==> src/rtl/rtps_ram.sv <==
// generic single write port ram with registered read
module rtps_ram #(
    parameter int WIDTH = 8,
    parameter int DEPTH = 16,
    localparam int AW = (DEPTH > 1) ? $clog2(DEPTH) : 1
) (
    input  logic             i_clk,
    input  logic             i_we,
    input  logic [AW-1:0]    i_waddr,
    input  logic [WIDTH-1:0] i_wdata,
    input  logic             i_re,
    input  logic [AW-1:0]    i_raddr,
    output logic [WIDTH-1:0] o_rdata
);

    logic [WIDTH-1:0] mem [DEPTH];
    logic [WIDTH-1:0] r_rdata;

    // write port
    always_ff @(posedge i_clk) begin
        if (i_we) begin
            mem[i_waddr] <= i_wdata;
        end
    end

    // registered read port
    always_ff @(posedge i_clk) begin
        if (i_re) begin
            r_rdata <= mem[i_raddr];
        end
    end

    assign o_rdata = r_rdata;

endmodule

==> config.mk <==
export PLATFORM = sky130hd
export DESIGN_NAME = rtps_ram
export DESIGN_NICKNAME = d
export VERILOG_FILES = /design/src/rtl/rtps_ram.sv
export SDC_FILE = /design/constraint.sdc
export NUM_CORES = 1
export LEC_CHECK = 0
export BUFFER_PORTS_ARGS = -buffer_cell sky130_fd_sc_hd__buf_2
export CORE_ASPECT_RATIO = 0.9
export CORE_MARGIN = 2
export CORE_UTILIZATION = 65
export DETAILED_ROUTE_END_ITERATION = 6
export PLACE_DENSITY = 0.84
export REMOVE_ABC_BUFFERS = 1
export SLEW_MARGIN = 20
export SYNTH_ARGS = -nofsm -noshare
export SYNTH_HDL_FRONTEND = slang
export SYNTH_SLANG_ARGS = --single-unit
==> constraint.sdc <==
create_clock -name i_clk -period 4.8 [get_ports i_clk]
set_input_delay 0.24 -clock i_clk [delete_from_list [all_inputs] [get_ports i_clk]]
set_output_delay 0.24 -clock i_clk [all_outputs]
set_load 0.01 [all_outputs]
# Word-level counts from Yosys, hierarchy flattened
# Memories as Yosys holds them, arrays and structs flattened. A register that Yosys moved wholly into a read port is not among the register bits.
# Cells that the tools add are included.
# word_totals
reg_bits	0
ramBits	128
in_bits	19
out_inout_bits	8
elab_cells	3
mem_count	1
# mem_list
name	words	word_bits	rd	rd_clocked_by_memory_dff	wr	line_no	source
mem	16	8	1	1	1	16	logic [WIDTH-1:0] mem [DEPTH];
# op_classes
muxes	2
# op_table
cell	n
$mux 1	2

# Longest topological paths before layout
# depth
ltp_word	2
mapped_depth	5
ltp_nobuf	3

# Worst setup path after synthesis
# Ideal clock, no wire load.
# synth_timing
path_kind	in2reg
startpoint	input i_waddr[2]
endpoint	memory mem[0][0] (enable)
setup_ns	0.383
arrival_ns	1.350
required_ns	4.417
path_slack_ns	3.067
cell_stages	2
n_path_buf	0
cell_sequence	or3b_2 -> nor3_1
# synth_rtl
item	line_no	source
start: declaration	9	input logic [AW-1:0] i_waddr,
end: declaration	16	
# No word-level cell before the write port.

==> flow_summary.json <==
{
  "outcome": "finished, final reports clean",
  "cts_tree": "yes",
  "max_freq_mhz": 659,
  "synthesis.area_um2": 5230,
  "grt_max_degree": 33,
  "fin_tns_setup_ns": 0,
  "synthMuxAreaShare_pct": 14.8,
  "start_util_pct": 66.1,
  "antenna_found_initial": 0,
  "seq_area_frac_synth_pct": 78.1,
  "synth_top_family_by_area": "multiplexers",
  "crit_type": "in2reg",
  "cp_slowest_cell": "mux4_1",
  "power_density_nw_per_um2": 441,
  "max-cap-violations": 0,
  "hold_path_class": "in2reg",
  "clockRootBuffer": "clkbuf_8",
  "die_y_um": 89.1,
  "final_cell_mix": "edfxtp_1 (136), buf_2 (26), mux4_2 (18), a22oi_1 (16), clkbuf_16 (16)",
  "numCtsBuffers": 17,
  "syn_inst": 229,
  "relSlewSlack_pct": 32.5,
  "cts-htree-levels": 4,
  "ir_drop_mv": 0.270,
  "synth_fa_ha_area_share_pct": 0,
  "cts.sinks": 136,
  "crit_buf_inv": 2,
  "antennaDiodeCount": 0,
  "internal_power_uw": 2110,
  "drive_above_1_share_pct": 27.2,
  "place_inst": 348,
  "overflow": 0,
  "synth_compound_area_share_pct": 2.30,
  "setup_viol": 0,
  "crit_chain": "buf_2, buf_12, mux4_1, a22oi_1, nand2_1",
  "required_ns": 5.06,
  "syn_to_final_growth_pct": 14.2,
  "routed_via_density": 6.57,
  "ys_ff_latch": 136,
  "dieArea_um2": 8780,
  "io_buffers": 26,
  "switchingPower_uw": 527,
  "dieWidth_um": 98.5,
  "slowest_delay_ns": 0.56,
  "clock_path_buffers": 2,
  "skew_ns": 0.00918,
  "firstDrtPassIters": 4,
  "start_kind": "primary input",
  "dp_slack_ns": 2.45,
  "ctsResizeCount": 0,
  "p_seq_share_pct": 51.2,
  "grt_pass1_wl_um": 14900,
  "hpwlAfterDp_um": 5780,
  "final.setup.worst_slack_ns": 3.28,
  "ant_nets": 0,
  "first_iter_violations": 238,
  "clkSlewWorstSetupHoldPaths_ns": 0.06,
  "drc_errors": 0,
  "synth-simple-area-share_pct": 3.14,
  "drt-wirelength-per-cell_um": 26.4,
  "vias": 2483,
  "ys_types": 18,
  "worst_pin_slew_ns": 1.01,
  "final_nets": 288,
  "grt_pass1_vias": 2486,
  "final_common_cell": "edfxtp_1",
  "clkPwrFrac_pct": 44.4,
  "maxSlewViolCount": 0,
  "power.leakage_uw": 0.00200,
  "synthXorXnorAreaFrac_pct": 0,
  "rows": 31,
  "grt_use_total_pct": 25.1,
  "place.gp.congestion": 0.769,
  "coreArea_um2": 7910,
  "cp_top_family": "buffers and inverters",
  "critPathArrivalTime_ns": 1.78,
  "period_share_pct": 31.6,
  "fin_crit_ns": 1.52,
  "path_max_fanout": 21,
  "cts_post_setup_buffers_inserted": 0,
  "stdcell_count": 378,
  "ctsHoldBuffers": 0,
  "switching_share_pct": 20.0,
  "yosysWarnings": 0,
  "ios": 27,
  "pwr-share-comb_pct": 4.5,
  "avgSynthCellArea_um2": 22.8,
  "worstSkewPairLatency_ns": 0.52,
  "endpoint_kind": "flop",
  "hold_viol_final": 0,
  "drt-total-wl_um": 9970,
  "rsz0062_at_grt": "no"
}
## through the flow
step	util, %	hold WS, ns	instance area [um2]	total power, uW
3_5_place_dp	68.6	0.613	5430	1490
5_1_grt	75.5	0.0729	5970	2710
3_3_place_gp	68.6	0.614	5430	1480
2_1_floorplan	-	0.339	5140	1420
6_report	75.5	0.0890	5970	2630
4_1_cts	75.2	0.0680	5950	2640
## metal layers
layer	vias up	track usage (%)	wire, um
met5	-	0	0
met4	0	8.84	114
met3	13	7.74	757
met2	122	39.4	4960
met1	1288	34.6	4140
li1	1060	-	-
## power groups by stage
stage / combinational [uW] / clock [uW] / sequential, uW
after floorplan: 53.3 / 0 / 1370
after global placement: 111 / 0 / 1370
after detailed placement: 114 / 0 / 1370
after CTS: 116 / 1180 / 1350
after global routing: 127 / 1230 / 1350
final: 117 / 1170 / 1350
## cell type report
class	instances	area (um2)
repair buffers	31	180
flip-flops and latches	136	4080
multi-input cells	83	1060
well taps	99	124
fillers	428	1940
clock buffers	17	414
clock inverters	12	113
## flip-flops by register name (all words and copies together), names as in the netlist
name / cells
o_rdata: 8
mem: 128
## kinds of logic after synthesis
group                  after synthesis
multiplexers                        32
AND/OR/NAND/NOR                     35
buffers and inverters               10
AO/OA/AOI/OAI                       16
flip-flops                         136
## synth_stat cells
| master | instances | area, um2 |
|---|---|---|
| edfxtp_1 | 136 | 4080 |
| mux4_2 | 18 | 405 |
| buf_6 | 3 | 33.8 |
| nand2b_1 | 2 | 12.5 |
| nand2_1 | 9 | 33.8 |
| mux4_1 | 14 | 368 |
| buf_2 | 3 | 15.0 |
| a22oi_1 | 16 | 120 |
| and2_1 | 1 | 6.26 |
| nand3b_1 | 2 | 15.0 |
| buf_4 | 1 | 7.51 |
| or3b_2 | 1 | 8.76 |
| nor3_1 | 4 | 20.0 |
| nor2_1 | 13 | 48.8 |
| and2b_1 | 1 | 7.51 |
| nor2b_1 | 1 | 6.26 |
| nand3_1 | 1 | 5.00 |
| clkdlybuf4s25_2 | 3 | 30.0 |
## worst paths after layout
check                                           from                    to  slack, ns  cells past startpoint
worst max-delay path                      i_raddr[0]  o_rdata[1]$_DFFE_PP_       3.28                      5
worst min-delay path                            i_re  o_rdata[5]$_DFFE_PP_       0.09                      1
worst max register to register   mem[3][2]$_DFFE_PP_  o_rdata[2]$_DFFE_PP_       3.30                      3
worst min register to register  mem[15][4]$_DFFE_PP_  o_rdata[4]$_DFFE_PP_       0.76                      3
(Power assumes the default switching activity.)
