`config.mk`:
```
export PLATFORM = sky130hd
export DESIGN_NAME = rtps_type_lookup
export DESIGN_NICKNAME = d
export VERILOG_FILES = /design/src/rtl/rtps_pkg.sv /design/src/rtl/rtps_type_lookup.sv
export SDC_FILE = /design/constraint.sdc
export NUM_CORES = 1
export LEC_CHECK = 0
export ABC_CLOCK_PERIOD_IN_PS = 2700
export BUFFER_PORTS_ARGS = -buffer_cell sky130_fd_sc_hd__buf_4
export CAP_MARGIN = 25
export CORE_MARGIN = 2
export CORE_UTILIZATION = 29
export DETAILED_ROUTE_END_ITERATION = 16
export PLACE_DENSITY = 0.75
export SYNTH_ARGS = -nofsm -noshare
export SYNTH_HDL_FRONTEND = slang
export SYNTH_SLANG_ARGS = --single-unit
```
`constraint.sdc`:
```
create_clock -name vclk -period 2.7
set_input_delay 0.135 -clock vclk [all_inputs]
set_output_delay 0.135 -clock vclk [all_outputs]
set_load 0.05 [all_outputs]
```
`src/rtl/rtps_pkg.sv`:
```
// shared types, codes and defaults for the rtp sender with retransmission cache
package rtps_pkg;

    // default sizes
    localparam int CACHE_DEPTH_DEF = 256;
    localparam int TYPE_SLOTS_DEF  = 4;
    localparam int TABLE_BYTES     = 4;

    // configuration port
    localparam int CFG_IDX_W  = 3;
    localparam int CFG_DATA_W = 32;

    typedef enum logic [CFG_IDX_W-1:0] {
        REG_LOCAL_SSRC   = 3'd0,
        REG_RTX_SSRC     = 3'd1,
        REG_RTX_ENABLED  = 3'd2,
        REG_CACHE_WINDOW = 3'd3,
        REG_MEDIA_TABLE  = 3'd4,
        REG_RTX_TABLE    = 3'd5,
        REG_RTX_FIRST    = 3'd6
    } t_cfg_reg;

    typedef enum logic [2:0] {
        STAT_SENT          = 3'd0,
        STAT_SSRC_MISMATCH = 3'd1,
        STAT_UNKNOWN_TYPE  = 3'd2,
        STAT_SEQ_GAP       = 3'd3,
        STAT_RTX_SENT      = 3'd4,
        STAT_NOT_CACHED    = 3'd5,
        STAT_RTX_OFF       = 3'd6
    } t_status;

    typedef enum logic [2:0] {
        ST_CLEAR,
        ST_IDLE,
        ST_QUOT,
        ST_ADDR,
        ST_EXEC
    } t_state;

    // one cached packet header
    typedef struct packed {
        logic [15:0] seq;
        logic        marker;
        logic [6:0]  ptype;
        logic [31:0] media_time;
        logic [15:0] handle;
        logic [15:0] length;
    } t_cache_entry;

    // result of a payload type lookup
    typedef struct packed {
        logic       known;
        logic       rtx_valid;
        logic [6:0] rtx_type;
    } t_type_match;

endpackage

```
`src/rtl/rtps_type_lookup.sv`:
```
// payload type lookup in the media and rtx type tables
module rtps_type_lookup
    import rtps_pkg::*;
#(
    parameter int TYPE_SLOTS = TYPE_SLOTS_DEF
) (
    input  logic [31:0]  i_media_table,
    input  logic [31:0]  i_rtx_table,
    input  logic [6:0]   i_ptype,
    output t_type_match  o_match
);

    // scan slots from the top so the lowest matching slot with a valid rtx entry wins the rtx type
    always_comb begin
        logic [7:0] m_byte;
        logic [7:0] r_byte;
        int         b;
        o_match = '0;
        for (int i = TYPE_SLOTS - 1; i >= 0; i--) begin
            b      = (i < TABLE_BYTES) ? i : 0;
            m_byte = (i < TABLE_BYTES) ? i_media_table[8*b +: 8] : 8'h00;
            r_byte = (i < TABLE_BYTES) ? i_rtx_table[8*b +: 8] : 8'h00;
            if (m_byte[7] && (m_byte[6:0] == i_ptype)) begin
                o_match.known = 1'b1;
                if (r_byte[7]) begin
                    o_match.rtx_valid = 1'b1;
                    o_match.rtx_type  = r_byte[6:0];
                end
            end
        end
    end

endmodule

```
# Yosys cells after proc, flatten, opt, wreduce, memory -nomap -nowiden
# Cells that the tools add are included.
totals:
  inputBits: 71
  word_cells: 16
  ff_bits: 0
  output_inout_bits: 9
classes:
  n_mux: 8
  eq_ne: 4
  n_reduce_logical: 4
op_table:
  columns: ["cell", "n"]
  rows:
  - ["9-bit two-way mux", 4]
  - ["8-bit two-way mux", 4]
  - ["7-bit == test", 4]
  - ["1-bit logical AND", 4]

# Depth between registers and ports, before layout
depth:
  depth_word: 9
  depth_mapped: 7
  depth_no_buf: 5

# Worst setup path after synthesis
# Ideal clock, no wire load.
synth_timing:
  path_kind: "input to output"
  start: "in i_ptype[5]"
  end: "out o_match[2] (netlist bit)"
  arrival_time_ps: 1989
  t_required_ps: 2565
  cell_stages: 7
  setup_slack_ps: 576
  path_cell_list: "buf_6 > xor2_1 > nor4_4 > and2_4 > buf_2 > a221oi_1 > a21oi_1"
synth_lines:
  columns: ["element", "line_no", "rtl"]
  rows:
  - ["start: declaration", "rtps_type_lookup.sv:9", "input logic [6:0] i_ptype,"]
  - ["end: declaration", "rtps_type_lookup.sv:10", "output t_type_match o_match"]

==> out/metrics.sh <==
DETAIL_ROUTE.WL_PER_CELL_MICRONS=13.2
FP-ROW-COUNT=18
RSZ0062_AT_GRT='false'
CRITPATHLAUNCHTYPE='primary input'
FINAL.CLKBUF_COUNT=0
TIMING.HOLD.WORST_PATH_DEPTH=4
LAYOUT.AREA.SEQ_SQ_UM=0
VDD.IR_DROP.WORST_V=0.0000906
PLACE_CONGESTION=0.753
DRV_CAP=0
HOLDWS_PS=690
WORSTSETUPPATHDEPTH=7
SEQ_CELL_COUNT=0
YOSYS.AREA_SHARE.XOR_XNOR_PCT=30.8
VIAS_PER_CELL=5.19
CP_NUM_BUF_INV=3
POST_SYNTHESIS_INSTANCE_TOTAL=94
NUMBER_OF_WARNINGS_REPORTED_IN_THE_YOSYS_SYNTHESIS_LOG=0
WORSTPATHCELLLIST='buf_4 -> inv_2 -> a221o_1 -> nor4_4 -> nand3_4 -> o221a_1 -> buf_4'
RELSLEWSLACK_PCT=55.7
FIN_CRIT_SH_PCT=77.0
CRIT_FANOUT=11
LARGEST_NET_DEGREE_AT_THE_START_OF_GLOBAL_ROUTING=15
POST_CTS.REPAIR.SETUP_BUFFERS=0
SYNTHDOMINANTAREACELLTYPE='sky130_fd_sc_hd__xnor2_1'
DESIGN.CORE.AREA_SQ_UM=2450
FMAX_MHz=481
HP-CLASS='primary input to primary output'
SYN_AREA_PER_CELL_SQ_UM=7.85
FLOORPLAN.DIE_AREA_SQ_UM=2970
STATUS='finished, final reports clean'
WIRE_LENGTH_OF_THE_FIRST_GLOBAL_ROUTING_PASS_MICRONS=3770
WORSTMARGINPINSLEW_PS=659
FP.DIEH_MICRONS=54.5
DETAILEDROUTE.FIRSTITERATIONVIOLATIONS=20
P_TOTAL_mW=0.168
CRIT_FAMILY='simple AND/OR/NAND/NOR gates'
ADDER_CELL_FRACTION_OF_SYNTH_AREA_PCT=0
TOTALWIRELENGTH_MICRONS=2650
YOSYSTOPAREACELLSHARE_PCT=23.7
ANTENNA_FOUND_INITIAL=0
GRT_UTIL_ALL_LAYERS_PCT=16.5
GRT_UTIL_MET2_PCT=33.5
SLEW_VIOL_FINAL=0
NNETSFINAL=243
YS_TYPES=29
TIMING.CRITICAL_PATH.REQUIRED_PS=2570
POST_SYNTH_INSTANCE_AREA_SQ_UM=738
TNS_PS=0
MAIN_COMBINATIONAL_CELL_FAMILY_BY_AREA_AFTER_SYNTHESIS='simple AND/OR/NAND/NOR gates'
GRT_PASS1_VIAS=922
GRT.BUSIEST_LAYER='met2'
SYNTH_COMPOUND_AREA_SHARE_PCT=24.4
DETAIL_ROUTE.FIRST_PASS.ITERATIONS=4
SYNTH.AREA.TOP_CELLS='sky130_fd_sc_hd__xnor2_1 (24%), sky130_fd_sc_hd__a221o_1 (9.5%), sky130_fd_sc_hd__o221a_1 (9.2%)'
FLOORPLAN.IO_PINS=80
NUMBER_OF_NETS_STILL_FAILING_ANTENNA_CHECKS_AFTER_ROUTING=0
FINAL.FILL_COUNT=225
ROUTE.DETAILED.DRC=0
SYNTHTOLAYOUTAREAGROWTH_PCT=82.0
SYNTH_NETS=165
CPPEAKSTAGEDELAY_PS=620
TIME_THE_FINAL_WORST_PATH_NEEDS_WITH_I_O_DELAYS_AND_SETUP_PS=2080
CRITPATHLAUNCH='i_ptype[1]'
CRIT_PATH_END_KIND='primary output'
HPWLAFTERDP_MICRONS=2330
YS_SEQ_AREA_SHARE_PCT=0
DIE_W_MICRONS=54.5
SHARE_OF_CELLS_ABOVE_DRIVE_STRENGTH_1_PCT=51.8
SYNTH.MUX.AREA_FRACTION_PCT=0
INITIAL_CORE_UTIL_PCT=30.1
SETUP_VIOLATIONS=0
GRT_UTIL_MET1_PCT=18.6
HOLD_PATH.STARTPOINT='i_rtx_table[26]'
MULTI_INPUT_AREA_SQ_UM=683
CRIT_ARRIVAL_PS=1950
POWER_PER_CELL_AREA_nW_PER_UM2=125
WORST-SETUP-PATH-TYPE='primary input to primary output'
HOLDBUFCOUNTCTS=0
GRT_OVERFLOW_TOTAL=0
MOST-COMMON-LAYOUT-CELLS='sky130_fd_sc_hd__buf_4 (81), sky130_fd_sc_hd__xnor2_1 (20), sky130_fd_sc_hd__nand2_1 (8)'
CPMOSTUSEDCELL='sky130_fd_sc_hd__buf_4'
BUFFER_PORTS.INSERTED=80
FINAL-HOLD-VIOLATION-COUNT=0
MOST_COMMON_LIBRARY_CELL_IN_THE_LAYOUT_IGNORING_FILL_AND_TAPS='sky130_fd_sc_hd__buf_4'
CRIT_PATH_TOP_DELAY_CELL='sky130_fd_sc_hd__nor4_4'
WORST_HOLD_ENDPOINT='o_match[2]'
GRT_USE_MET3_PCT=2.73
CTS_REPAIR_RESIZES=0
ANTENNA_CELLS_INSERTED=0
POST_SYNTH_AND_OR_NAND_NOR_AREA_FRACTION_PCT=37.3
CELLLEAKAGEPOWER_nW=0.639
VIAS=1038
==> power by group <==
group          internal [mW]  switching, mW
Sequential                 0              0
Clock                      0              0
Combinational          0.102         0.0667
Total                  0.102         0.0667
==> Yosys cell counts <==
cell	number
sky130_fd_sc_hd__nand4_1	4
sky130_fd_sc_hd__a221o_1	7
sky130_fd_sc_hd__nor3_1	2
sky130_fd_sc_hd__or2_2	1
sky130_fd_sc_hd__nor2_1	3
sky130_fd_sc_hd__nor4_4	2
sky130_fd_sc_hd__nand4b_1	1
sky130_fd_sc_hd__o221ai_1	1
sky130_fd_sc_hd__and2_4	1
sky130_fd_sc_hd__and3_1	6
sky130_fd_sc_hd__buf_4	1
sky130_fd_sc_hd__o221a_1	6
sky130_fd_sc_hd__a21oi_1	2
sky130_fd_sc_hd__and3b_1	1
sky130_fd_sc_hd__nand2b_1	6
sky130_fd_sc_hd__a221oi_1	1
sky130_fd_sc_hd__nand3_4	1
sky130_fd_sc_hd__buf_6	2
sky130_fd_sc_hd__a41o_1	1
sky130_fd_sc_hd__o21ai_0	1
sky130_fd_sc_hd__or3_1	1
sky130_fd_sc_hd__nand3_1	2
sky130_fd_sc_hd__nand2_1	8
sky130_fd_sc_hd__xor2_1	6
sky130_fd_sc_hd__nor4b_2	1
sky130_fd_sc_hd__inv_1	3
sky130_fd_sc_hd__xnor2_1	20
sky130_fd_sc_hd__buf_2	2
sky130_fd_sc_hd__inv_2	1
==> cell families after synthesis <==
| family | count (synthesis) |
|---|---|
| xor gates and xnor gates | 26 |
| buffers and inverters | 9 |
| and+or+nand+nor | 40 |
| AOI/OAI and AO/OA | 19 |
==> tightest hold or removal path, delay by kind of cell <==
family	cells	cell delay, ps
compound gates	1	70
buf+inv	2	290
simple gates	1	60
==> cell type report <==
class / instances / area share, %
inverter: 4 / 1.12
timing repair buffer: 81 / 45.3
multi-input combinational: 85 / 50.8
tap: 30 / 2.79
==> routing by layer <==
| metal | routed length [microns] | part of all wire, % |
|---|---|---|
| met5 | 0 | 0 |
| met4 | 0 | 0 |
| met1 | 936 | 35 |
| met2 | 1340 | 51 |
| met3 | 364 | 14 |
==> per-stage QoR <==
step	std cells	util (%)	worst slack, ps	area (sq um)
3_5_place_dp	200	54.7	610	1340
6_report	200	54.7	620	1340
3_3_place_gp	200	54.7	684	1340
2_1_floorplan	94	-	576	738
5_1_grt	200	54.7	536	1340
4_1_cts	200	54.7	610	1340
==> worst max path at each step <==
stage	endpoint
CTS	o_match[4]
floorplan	o_match[2]
global route	o_match[4]
global placement	o_match[0]
finish	o_match[4]
detailed placement	o_match[4]
(Power assumes the default switching activity.)
